`config.mk`:
```
export PLATFORM = sky130hd
export DESIGN_NAME = sgcp_ram
export DESIGN_NICKNAME = d
export VERILOG_FILES = /design/src/hdl/sparse_gram_column_product_macros.svh /design/src/hdl/sgcp_ram.sv
export SDC_FILE = /design/constraint.sdc
export NUM_CORES = 2
export LEC_CHECK = 0
export ABC_AREA = 1
export BUFFER_PORTS_ARGS = -buffer_cell sky130_fd_sc_hd__buf_2
export CAP_MARGIN = 20
export CORE_ASPECT_RATIO = 1.1
export CORE_MARGIN = 4
export CORE_UTILIZATION = 51
export CTS_CLUSTER_DIAMETER = 100
export CTS_CLUSTER_SIZE = 25
export DETAILED_ROUTE_END_ITERATION = 10
export PLACE_DENSITY = 0.67
export SLEW_MARGIN = 40
export SYNTH_ARGS = -nofsm -noshare
export SYNTH_HDL_FRONTEND = slang
export SYNTH_SLANG_ARGS = --single-unit
```
`constraint.sdc`:
```
create_clock -name clk -period 2.6 [get_ports clk]
set_clock_uncertainty 0.1 [all_clocks]
set_input_delay 0.39 -clock clk [delete_from_list [all_inputs] [get_ports clk]]
set_output_delay 0.39 -clock clk [all_outputs]
set_load 0.03 [all_outputs]
```
`src/hdl/sparse_gram_column_product_macros.svh`:
```
// assertion macros for the sparse gram column product
`ifndef SPARSE_GRAM_COLUMN_PRODUCT_MACROS_SVH
`define SPARSE_GRAM_COLUMN_PRODUCT_MACROS_SVH

`ifndef SYNTH
`define SGCP_ASSERT(lbl, prop) \
  lbl: assert property (@(posedge clk) disable iff (!rst_n) prop) \
    else $error("sgcp check failed");
`define SGCP_ASSERT_NEVER(lbl, expr) \
  lbl: assert property (@(posedge clk) disable iff (!rst_n) !(expr)) \
    else $error("sgcp forbidden condition");
`else
`define SGCP_ASSERT(lbl, prop)
`define SGCP_ASSERT_NEVER(lbl, expr)
`endif

`endif

```
`src/hdl/sgcp_ram.sv`:
```
// generic simple dual port ram with registered read
`timescale 1ns / 1ps
`default_nettype none
module sgcp_ram #(
  parameter int WIDTH = 16,
  parameter int DEPTH = 256
) (
  input  wire logic                     clk,
  input  wire logic                     we,
  input  wire logic [$clog2(DEPTH)-1:0] waddr,
  input  wire logic [WIDTH-1:0]         wdata,
  input  wire logic [$clog2(DEPTH)-1:0] raddr,
  output logic      [WIDTH-1:0]         rdata
);

  logic [WIDTH-1:0] mem_r [DEPTH];
  logic [WIDTH-1:0] rdata_r;

  always_ff @(posedge clk) begin
    if (we) begin
      mem_r[waddr] <= wdata;
    end
    rdata_r <= mem_r[raddr];
  end

  assign rdata = rdata_r;

endmodule
`default_nettype wire

```
==> impl_summary.txt <==
----------------------------------------------------
[Routing]
  Drc violations ... 0
  Routed len/inst ... 25.8 um
  Routed via count divided by cell count ... 5.97
  Total number of vias ... 110,000
  Pre-Repair DR Iteration Count ... 6
  Wire length after detailed routing ... 476,000 um
  DRT iter0 DRCs ... 14,700
  Remaining number of nets flagged by the antenna check after routing ... 0

[Global route]
  First-pass GRT wire length ... 692,000 um
  Number of global-route vias before repair ... 104,000
  Number of antenna violations at the first check in global routing ... 25
  Maximum number of pins on one net before global-route repair ... 87
  Total GRT Usage ... 27.9%
  Overflow left after global routing ... 0

[Floorplanning]
  Initial standard-cell utilization of the core ... 51.2%
  Num rows ... 219
  CORE AREA ... 324,000 um^2
  Vertical die dimension ... 606 um
  Die Width ... 551 um
  IO Count ... 50
  DIE AREA ... 334,000 um^2

[Cells and area]
  Area of the multi-input gates ... 37,100 um^2
  Leading cell type in the layout, fill and taps excluded ... nand2_1
  Synth-to-Final Area Change ... 11.4%
  Finished Layout Cells ... 18,500
  Final instance area ... 185,000 um^2
  Count of fill cells added during filler insertion ... 25,600
  Nets ... 14,100
  Footprint of the flip-flops and latches ... 123,000 um^2
  Share of cells above drive strength 1 ... 10.1%
  Final core occ ... 57.1%
  Most used cells in the layout excluding fill and tap cells ... 4,195 x nand2_1, 4,096 x edfxtp_1, 4,035 x nand3_1

[Clock tree]
  Clock Tree Buf Depth ... 4
  Cell chosen for the clock root ... clkbuf_16
  Number of buffers inserted during clock tree synthesis ... 191
  Number of setup buffers added after CTS ... 0
  Clock tree from TritonCTS ... built
  CTS HTree Levels ... 4
  Clock network latency to the later pin of the worst-skew pair ... 0.94 ns
  Number of sinks handled by clock tree synthesis ... 4,112
  Clock slew at the register clock pins of the worst setup and hold paths ... 0.10 ns

[Setup path]
  List of cells traversed by the critical path ... buf_2
  Worst path arrival time ... 1.97 ns
  Highest cell delay on the worst timing path ... 0.72 ns
  WP buf/inv ... 1
  Startpoint kind of the worst setup timing path ... flop
  Critical Setup Path Class ... flop to output port
  Standard cell with the maximum stage delay on the critical path ... dfxtp_1
  Worst path top cell family by delay ... flip-flops
  Endpoint required time on the critical path ... 2.11 ns
  Element type at the critical path end ... output port
  Top fanout value on the critical path ... 1

[STA]
  Worst-case setup margin in the final layout ... 0.136 ns
  Period utilization ... 94.8%
  Max-slew violation count ... 0
  Setup Viol. Count Final ... 0
  Highest clock frequency the design can meet ... 0.406 GHz
  Relative slew slack ... 45.2%
  Final worst hold slack ... 0.0970 ns
  RSZ-0062 raised after global routing ... false
  Hold violation total from the final report ... 0
  Worst Max-Slew Pin Slew ... 0.822 ns
  Min cycle time layout ... 2.46 ns
  Post-Route Setup TNS ... 0 ns

[Synthesis]
  Sequential-to-total area share from yosys stat ... 74.4%
  Basic-gate share of the synthesized area counting and, or, nand and nor cells ... 22.4%
  Largest family of logic cells by synthesized area ... simple AND/OR/NAND/NOR gates
  Post-synthesis area per instance ... 12.2 um^2
  Synth unique cells ... 15
  Synthesis warning total ... 0
  Post-Synth Adder-Cell Area ... 0%
  Flop and latch count out of synthesis ... 4,112
  Ranking of synthesized cells by area ... edfxtp_1 74%, nand3_1 12%, nand2_1 9.5%
  Area fraction in compound gates after synthesis ... 0%
  Net count of the mapped netlist ... 13,700
  Area share of the largest cell type after synthesis ... 74.2%
  Yosys top cell by area ... edfxtp_1
  Total standard cell area after synthesis ... 166,000 um^2
  XOR/XNOR share of the synthesized area ... 0%
  Proportion of synthesized area in mux cells ... 0%
  Post-synthesis cell count ... 13,600

[Power]
  Worst-case vdd ir drop ... 0.648 mV
  Total power draw ... 116 mW
  Power density over cell area ... 631 nW/um^2
  Leakage power of the design ... 64.8 nW

[Placement]
  Final HPWL from detailed placement ... 299,000 um
  Cell area reported after detailed placement ... 179,000 um^2
  DP Worst Slack ... -0.682 ns
  Buffers on Ports ... 49
  Count of placed standard cells including taps ... 18,200
  Last weighted congestion value of the routability-driven placer ... 0.891

[Outcome]
  Run status ... complete, no violations

[Hold path]
  Worst hold-check path type ... input pin to flop

[Flow run]
  Number of violations of the max-capacitance limit ... 0

----------------------------------------------------
-- metal layers --
| layer | share of wire [%] | vias to the layer above | global-route usage (%) |
|---|---|---|---|
| met3 | 9.9 | 931 | 4.24 |
| met1 | 38 | 54000 | 38.2 |
| li1 | - | 49300 | - |
| met4 | 5.2 | 14 | 12.7 |
| met2 | 47 | 6146 | 44.6 |
| met5 | 0.019 | - | 0 |
-- cell usage after synthesis --
| cell type | count |
|---|---|
| dfxtp_1 | 16 |
| buf_6 | 53 |
| clkbuf_1 | 154 |
| buf_12 | 1 |
| edfxtp_1 | 4096 |
| buf_8 | 1 |
| inv_4 | 2 |
| inv_2 | 2 |
| buf_4 | 163 |
| nor2_1 | 283 |
| nand2_1 | 4211 |
| buf_2 | 495 |
| buf_1 | 70 |
| inv_1 | 35 |
| nand3_1 | 4035 |
-- kinds of logic (layout without fill, tap and decap cells) --
family,count (synthesis),count (layout)
flops,4112,4112
other cells,0,18
buf+inv,976,1502
simple gates,8529,8529
-- repair_timing --
action                                 4_1_cts  5_1_grt
hold buffers                                18        0
resized for setup                            1        0
endpoints found under the hold margin     1140        0
setup endpoints to repair                    1        0
-- path summary, 6_finish.rpt --
kind | start | endpoint | slack (ns) | cells past startpoint
max | rdata[14]$_DFF_P_ | rdata[14] | 0.14 | 1
min | raddr[5] | rdata[6]$_DFF_P_ | 0.1 | 6
max reg2reg | mem_r[222][6]$_DFFE_PP_ | rdata[6]$_DFF_P_ | 0.25 | 10
min reg2reg | mem_r[4][10]$_DFFE_PP_ | rdata[10]$_DFF_P_ | 0.90 | 10
-- power breakdown --
part,total (mW),switching [mW],internal (mW)
Clock,33.6,19.7,13.8
Combinational,9.81,6.85,2.95
Sequential,73.1,0.149,72.9
-- area by class of cell --
| type | count | share of cell area [%] |
|---|---|---|
| sequential | 4112 | 66.8 |
| clock inverter | 6 | 0.0379 |
| inverter | 39 | 0.108 |
| clock buffer | 246 | 2.76 |
| tap | 4309 | 2.92 |
| antenna | 18 | 0.0244 |
| multi-input combinational | 8529 | 20.1 |
| timing repair buffer | 1211 | 7.26 |
-- worst reg2reg max path, delay by kind of cell (launching register included) --
family | cells | cell delay, ns
flip-flops | 1 | 0.38
AND/OR/NAND/NOR | 10 | 1.81
-- registers in the layout, summed over array words and instances, names as in the netlist --
signal / count
mem_r: 4096
rdata: 16
(Power assumes the default switching activity.)
