## src/hdl/sparse_gram_column_product_macros.svh

```systemverilog
// assertion macros for the sparse gram column product
`ifndef SPARSE_GRAM_COLUMN_PRODUCT_MACROS_SVH
`define SPARSE_GRAM_COLUMN_PRODUCT_MACROS_SVH

`ifndef SYNTH
`define SGCP_ASSERT(lbl, prop) \
  lbl: assert property (@(posedge clk) disable iff (!rst_n) prop) \
    else $error("sgcp check failed");
`define SGCP_ASSERT_NEVER(lbl, expr) \
  lbl: assert property (@(posedge clk) disable iff (!rst_n) !(expr)) \
    else $error("sgcp forbidden condition");
`else
`define SGCP_ASSERT(lbl, prop)
`define SGCP_ASSERT_NEVER(lbl, expr)
`endif

`endif

```

## src/hdl/sgcp_pkg.sv

```systemverilog
// types, sizes and codes shared by the sparse gram column product
`timescale 1ns / 1ps
`default_nettype none
package sgcp_pkg;

  localparam int MAX_ROWS     = 1024;
  localparam int MAX_COLUMNS  = 256;
  localparam int MAX_NONZEROS = 4096;

  localparam int ROW_AW = $clog2(MAX_ROWS);
  localparam int COL_AW = $clog2(MAX_COLUMNS);
  localparam int NZ_AW  = $clog2(MAX_NONZEROS);
  localparam int NZ_CW  = NZ_AW + 1;

  localparam int VAL_W  = 16;
  localparam int PROD_W = 32;
  localparam int ACC_W  = 48;
  localparam int CFG_DW = 11;

  localparam logic [1:0] REQ_CLEAR = 2'd0;
  localparam logic [1:0] REQ_LOAD  = 2'd1;
  localparam logic [1:0] REQ_QUERY = 2'd2;

  localparam logic [1:0] STAT_OK   = 2'd0;
  localparam logic [1:0] STAT_SAT  = 2'd1;
  localparam logic [1:0] STAT_DROP = 2'd2;

  localparam logic [1:0] CFG_SEL  = 2'd0;
  localparam logic [1:0] CFG_ROWS = 2'd1;
  localparam logic [1:0] CFG_COLS = 2'd2;

  typedef struct packed {
    logic [1:0]        req_type;
    logic [9:0]        row_index;
    logic [7:0]        column_index;
    logic signed [15:0] entry_value;
  } sgcp_in_t;

  typedef struct packed {
    logic [7:0]         result_column;
    logic signed [47:0] product;
    logic [1:0]         status;
  } sgcp_out_t;

  typedef struct packed {
    logic clr;
    logic add;
  } sgcp_mac_ctl_t;

endpackage
`default_nettype wire

```

## src/hdl/sgcp_mac.sv

```systemverilog
// saturating 48-bit accumulator for the column walk
`timescale 1ns / 1ps
`default_nettype none
module sgcp_mac (
  input  wire logic                        clk,
  input  wire logic                        rst_n,
  input  wire sgcp_pkg::sgcp_mac_ctl_t     ctl,
  input  wire logic signed [sgcp_pkg::PROD_W-1:0] prod,
  output logic signed      [sgcp_pkg::ACC_W-1:0]  acc,
  output logic                             sat
);
  import sgcp_pkg::*;

  logic signed [ACC_W-1:0] acc_r, acc_nxt;
  logic                    sat_r, sat_nxt;
  logic signed [ACC_W:0]   sum;

  always_comb begin
    sum     = (ACC_W+1)'(acc_r) + (ACC_W+1)'(prod);
    acc_nxt = acc_r;
    sat_nxt = sat_r;
    if (ctl.clr) begin
      acc_nxt = '0;
      sat_nxt = 1'b0;
    end else if (ctl.add) begin
      if (sum[ACC_W] != sum[ACC_W-1]) begin
        sat_nxt = 1'b1;
        acc_nxt = sum[ACC_W] ? {1'b1, {(ACC_W-1){1'b0}}} : {1'b0, {(ACC_W-1){1'b1}}};
      end else begin
        acc_nxt = sum[ACC_W-1:0];
      end
    end
  end

  always_ff @(posedge clk) begin
    if (!rst_n) begin
      acc_r <= '0;
      sat_r <= 1'b0;
    end else begin
      acc_r <= acc_nxt;
      sat_r <= sat_nxt;
    end
  end

  assign acc = acc_r;
  assign sat = sat_r;

endmodule
`default_nettype wire

```

## config.mk

```make
export PLATFORM = sky130hd
export DESIGN_NAME = sgcp_mac
export DESIGN_NICKNAME = d
export VERILOG_FILES = /design/src/hdl/sparse_gram_column_product_macros.svh /design/src/hdl/sgcp_pkg.sv /design/src/hdl/sgcp_mac.sv
export SDC_FILE = /design/constraint.sdc
export NUM_CORES = 1
export LEC_CHECK = 0
export BUFFER_PORTS_ARGS = -buffer_cell sky130_fd_sc_hd__buf_2
export CORE_ASPECT_RATIO = 1.2
export CORE_MARGIN = 5
export CORE_UTILIZATION = 60
export DETAILED_ROUTE_END_ITERATION = 8
export PLACE_DENSITY = 0.85
export SLEW_MARGIN = 15
export SYNTH_ARGS = -nofsm -noshare
export SYNTH_HDL_FRONTEND = slang
export SYNTH_SLANG_ARGS = --single-unit
```

## constraint.sdc

```tcl
create_clock -name clk -period 8.6 [get_ports clk]
set_input_delay 1.72 -clock clk [delete_from_list [all_inputs] [get_ports clk]]
set_output_delay 1.72 -clock clk [all_outputs]
set_load 0.03 [all_outputs]
```

==> flow_summary.ini, run 1 <==
[logic_synthesis]
ys_types = 61
synth-async-reset-ratio = 0
synth_ff_type = dfxtp_1
synth_area_um2 = 4720
synth-edff-count = 0
synth-seq-area-share = 0.208
synth_seq_cells = 49
yosysTopAreaCell = dfxtp_1
postSynthCellCount = 641
ys_warn_count = 0
avgSynthCellArea_um2 = 7.37
synth_fp_nets = 726
netlist.area_leader.share = 0.208
synth_area_leaders = dfxtp_1 (21%), ha_1 (13%), a21oi_1 (9.9%)

[drt]
viasPerCell = 6.24
drc = 0
drt_iter0_drc = 344
post_drt_wl_per_cell_um = 16.2
vias = 4933
drt_pass1_iterations = 5
routed_wl_mm = 12.8
route.antenna.remaining_nets = 0

[global_route]
track_usage = 0.255
antenna_found_initial = 0
grt_max_degree = 55
grt_pass1_vias = 4663
grt_overflow = 0
grt_pass1_wl_mm = 21.4

[setup_path]
crit_path_start_kind = input port
cp-end-kind = flop
critPathArrivalTime_ns = 5.46
cp.required_ns = 8.84
critical_path_class = in -> reg
worstPathMaxFanout = 39

[clock_network]
clockBufferDepth = 2
h-tree-depth = 2
clk_latency_ns = 0.30
cts.sinks = 49
cts.clk_slew.worst_paths_ns = 0.10
cts_root_buf = clkbuf_8
cts_tree = built
cts_buffers = 5
cts_resized = 0
post_cts_buffers = 0
postCtsHoldBufs = 0

[timing]
timing.hold.ws_ns = 0.488
grt_setup_unrepaired = false
layout_min_cycle_time_ns = 5.21
relSlewSlack = 0.212
clock_skew_ns = 0.00500
hold_violations = 0
tightest_slew_ns = 1.18
min_period_over_period = 0.606
fmax_mhz = 192
tns_ns = 0
finalSetupViolations = 0
report.final.slew_viol_count = 0

[pwr]
p_leak_nw = 2.47
p_switching_mw = 0.292
p_seq_frac = 0.343
sw_frac_of_total = 0.398
combPwrFrac = 0.422
p_int_mw = 0.441
ir_drop_mv = 0.0904
clockPowerShare = 0.235
power_density_nw_per_um2 = 141
finalPower_mw = 0.733

[finish]
drive_gt1_frac = 0.160
final_nets = 782
diodes = 0
finalNonFillerCells = 790
syn2layout_area_growth_pct = 10.3
mostFrequentLayoutCell = a21oi_1
layout_common_cells = a21oi_1 (93), buf_2 (84), o21ai_0 (75)

[floorplan]
dieArea_um2 = 9750
row_count = 35
core-area_um2 = 7660
start_util = 0.616
die_y_um = 107
pin_count = 85
chipWidth_um = 91.0

[run]
maxCapViolations = 0

[run_status]
outcome = finished clean

[worst_hold_path]
worstHoldPathType = reg -> reg

[place]
dp_cells = 782
port_buffers = 84
gp_congestion = 0.949
place_hpwl_mm = 9.69
-- cells by family (layout without fill, tap and decap cells) --
group / after synthesis / after routing / share of synthesized area
mux: 2 / 2 / 0.00424
buf+inv: 51 / 108 / 0.0487
fa+ha+maj: 53 / 53 / 0.140
xor+xnor: 38 / 38 / 0.0705
flops: 49 / 49 / 0.208
simple gates: 177 / 177 / 0.170
compound gates: 271 / 271 / 0.359
-- layer usage --
layer	GRT usage	up-vias	wire length [um]
li1	-	2458	-
met1	0.327	2261	5590
met2	0.442	191	6180
met3	0.0470	23	856
met4	0.0587	0	206
met5	0	-	0
-- power by group through the flow --
| stage | sequential [mW] | clock, mW | combinational (mW) |
|---|---|---|---|
| finish | 0.252 | 0.172 | 0.309 |
| global route | 0.254 | 0.187 | 0.340 |
| CTS | 0.251 | 0.178 | 0.306 |
| detailed placement | 0.257 | 0 | 0.304 |
| global placement | 0.256 | 0 | 0.299 |
| floorplan | 0.282 | 0 | 0.213 |
-- worst paths after layout --
check | cells after the start | slack, ns | from | endpoint
worst min-delay path | 1 | 0.49 | sat$_SDFFE_PP0P_ | sat$_SDFFE_PP0P_
worst max-delay path | 14 | 3.39 | prod[0] | acc[29]$_SDFFE_PP0P_
worst min register to register | 1 | 0.49 | sat$_SDFFE_PP0P_ | sat$_SDFFE_PP0P_
worst max register to register | 13 | 4.50 | acc[0]$_SDFFE_PP0P_ | acc[29]$_SDFFE_PP0P_
-- worst max-delay path, stage by stage --
cell,delay (ns)
buf_2,0.08
ha_1,0.18
inv_1,0.07
fa_1,0.37
nand2b_1,0.19
a21oi_1,0.26
o21ai_1,0.16
a21oi_1,0.27
o2111ai_1,0.21
a211oi_1,0.42
o32ai_4,0.23
o21ai_4,0.96
o22ai_1,0.20
nor2_1,0.13
-- state kept, by name, summed over array words and instances, names as in the netlist --
name	flops
acc	48
sat	1
-- area by class of cell --
cell class | count | area [um2]
clock inverter | 3 | 46.3
clock buffer | 5 | 68.8
multi-input combinational | 541 | 3520
timing repair buffer | 84 | 420
sequential | 49 | 981
inverter | 16 | 60.1
fill | 678 | 2450
tap | 92 | 115
-- through the flow --
step                worst slack (ns)   util  instance area, um2
CTS                             3.42  0.680                5210
floorplan                       4.19      -                4720
global route                    3.01  0.680                5210
detailed placement              3.10  0.665                5100
finish                          3.39  0.680                5210
global placement                3.17  0.665                5100
-- Yosys cell counts, types with 2 or more instances --
library cell	count
a21o_1	19
nor2_1	69
a22o_1	2
mux2i_1	2
nor2b_1	4
o21bai_1	9
clkbuf_1	21
or3_1	4
o211ai_1	6
o2111ai_1	4
nand2b_1	11
a21oi_1	93
nand4_1	8
a211oi_1	5
o31ai_1	5
nand2_1	48
a41oi_1	2
nor4_1	3
o21a_1	7
o211a_1	2
ha_1	48
and3_1	2
and2_1	5
buf_2	9
dfxtp_1	49
a31oi_1	7
o31a_1	2
nand3b_1	4
o21ai_1	2
inv_1	16
o311a_1	2
xor2_1	11
xnor2_1	27
or2_2	3
o22ai_1	2
o21ai_0	75
a21boi_0	2
buf_6	3
maj3_1	4
a211o_1	2
nor3_1	8
nand3_1	6
a21oi_2	10
No activity file was read; power rests on OpenSTA's default activity.
==> inputs of run 2 (changes only) <==
ABC_AREA = 1   (was unset)
CORE_UTILIZATION = 59   (was 60)
PLACE_DENSITY = 0.82   (was 0.85)
clock period = 4.8 ns   (was 8.6 ns; I/O delays follow)
==> flow_summary.ini, run 2 <==
[logic_synthesis]
yosysMostFrequentCell = nand2_1
synth-async-reset-ratio = 0
ys_warn_count = 0
synth-edff-count = 0
synth_seq_cells = 49
postSynthCellCount = 976
synth-seq-area-share = 0.171
synth_ff_type = dfxtp_1
netlist.area_leader.share = 0.190
ys_top_cells_by_count = nand2_1 (290), inv_1 (137), nor2_1 (104), a21oi_1 (71), o21ai_0 (64)
synth_area_um2 = 5730
synth_area_leaders = nand2_1 (19%), dfxtp_1 (17%), ha_1 (10%)
avgSynthCellArea_um2 = 5.88
ys_types = 35
synth_fp_nets = 1061
yosysTopAreaCell = nand2_1

[worst_hold_path]
worstHoldPathType = reg -> reg
holdCritStartpoint = sat$_SDFFE_PP0P_
holdPathEnd = sat$_SDFFE_PP0P_
hold_depth = 2

[run_status]
outcome = finished clean

[clock_network]
clockBufferDepth = 2
cts_tree = built
cts_resized = 0
h-tree-depth = 2
clk_latency_ns = 0.30
cts_buffers = 5
cts_root_buf = clkbuf_16
cts.clk_slew.worst_paths_ns = 0.07
postCtsHoldBufs = 0
cts.sinks = 49
post_cts_buffers = 0

[setup_path]
reg2reg_depth = 18
rrSetupSlack_ns = 1.35
critPathArrivalTime_ns = 3.99
worstPathMaxFanout = 39
cp-end-kind = flop
rr_startpoint = acc[0]$_SDFFE_PP0P_
critical_path_class = in -> reg
cp.required_ns = 4.97
r2r_end = acc[9]$_SDFFE_PP0P_
crit_path_start_kind = input port

[floorplan]
dieArea_um2 = 11800
chipWidth_um = 100
core-area_um2 = 9520
start_util = 0.603
pin_count = 85
die_y_um = 118
row_count = 39

[place]
gp_congestion = 1.06
placed_cell_area_um2 = 6230
place_hpwl_mm = 15.6
port_buffers = 84

[timing]
relSlewSlack = 0.439
finalSetupViolations = 0
tightest_slew_ns = 0.838
grt_setup_unrepaired = false
fmax_mhz = 262
clock_skew_ns = 0.00831
tns_ns = 0
report.final.slew_viol_count = 0
layout_min_cycle_time_ns = 3.82
hold_violations = 0
min_period_over_period = 0.795

[finish]
syn2layout_area_growth_pct = 11.9
final_nets = 1136
fillers = 965
drive_gt1_frac = 0.144
layout_common_cells = nand2_1 (290), inv_1 (137), nor2_1 (103)
diodes = 0
largest_reg_flops = 48
fin_area_um2 = 6420
mostFrequentLayoutCell = nand2_1

[drt]
vias = 6688
post_drt_wl_per_cell_um = 16.3
drt_iter0_drc = 526
route.antenna.remaining_nets = 0
viasPerCell = 5.69
drc = 0
drt_pass1_iterations = 7
routed_wl_mm = 19.2

[pwr]
power_density_nw_per_um2 = 239
ir_drop_mv = 0.185
p_leak_nw = 3.46

[global_route]
grt_max_degree = 52
grt_pass1_wl_mm = 30.7
antenna_found_initial = 0
grt_overflow = 0
grt_pass1_vias = 6414
track_usage = 0.322

[run]
maxCapViolations = 0
[run 2: metrics by stage]
step | instances | util | hold WS (ns) | total power, mW | setup WS, ns
after floorplan | 976 | - | 0.571 | 0.915 | 1.81
after global placement | 1167 | 0.655 | 0.439 | 1.06 | 0.772
after detailed placement | 1167 | 0.655 | 0.449 | 1.07 | 0.703
after CTS | 1175 | 0.675 | 0.459 | 1.53 | 1.01
after global routing | 1175 | 0.675 | 0.470 | 1.62 | 0.772
final | 1175 | 0.675 | 0.454 | 1.54 | 0.982
[run 2: final cells by class]
| class | instances | area (um2) | area share |
|---|---|---|---|
| Multi-Input combinational cell | 768 | 4120 | 0.642 |
| Clock buffer | 5 | 125 | 0.0195 |
| Sequential cell | 49 | 981 | 0.153 |
| Clock inverter | 3 | 65.1 | 0.0101 |
| Inverter | 138 | 518 | 0.0807 |
| Tap cell | 123 | 154 | 0.0240 |
| Timing Repair Buffer | 89 | 458 | 0.0713 |
[run 2: worst max-delay path by stage]
stage | from | end | slack, ns | depth (start not counted)
2_1_floorplan | prod[0] | acc[11]$_SDFFE_PP0P_ | 1.81 | 17
3_3_place_gp | prod[0] | acc[19]$_SDFFE_PP0P_ | 0.77 | 19
3_5_place_dp | prod[0] | acc[9]$_SDFFE_PP0P_ | 0.70 | 19
4_1_cts | prod[0] | acc[9]$_SDFFE_PP0P_ | 1.01 | 19
5_1_grt | prod[31] | acc[18]$_SDFFE_PP0P_ | 0.77 | 14
6_report | prod[0] | acc[9]$_SDFFE_PP0P_ | 0.98 | 19
[run 2: worst max-delay path, cell delays in order]
cell     delay (ns)
buf_2          0.08
ha_1           0.22
inv_1          0.07
fa_1           0.35
inv_1          0.14
nand2_1        0.10
nand2_1        0.07
nand3_1        0.07
nand2_1        0.25
nand2_1        0.08
nand2_1        0.18
nand2_1        0.12
nand3_1        0.12
nand2_1        0.05
nand2_1        0.07
nand2_2        0.48
buf_4          0.40
nand2_1        0.09
a21oi_2        0.06
[run 2: power breakdown]
part	switching (mW)	internal [mW]	leakage [nW]
Clock	0.168	0.298	0.0938
Sequential	0.0195	0.431	0.401
Combinational	0.425	0.196	2.97
Total	0.612	0.925	3.46
[run 2: routing by layer]
metal | wire length, um | part of all wire | global-route usage
met5 | 0 | 0 | 0
met4 | 771 | 0.040 | 0.132
met3 | 1210 | 0.063 | 0.0397
met2 | 9290 | 0.48 | 0.556
met1 | 7910 | 0.41 | 0.397
[run 2: cells by family after synthesis]
kind of cell | after synthesis | synth area share
AO/OA/AOI/OAI | 196 | 0.206
XOR/XNOR | 30 | 0.0458
adder cells (fa/ha/maj) | 49 | 0.108
buffers and inverters | 159 | 0.113
flip-flops | 49 | 0.171
AND/OR/NAND/NOR | 493 | 0.356
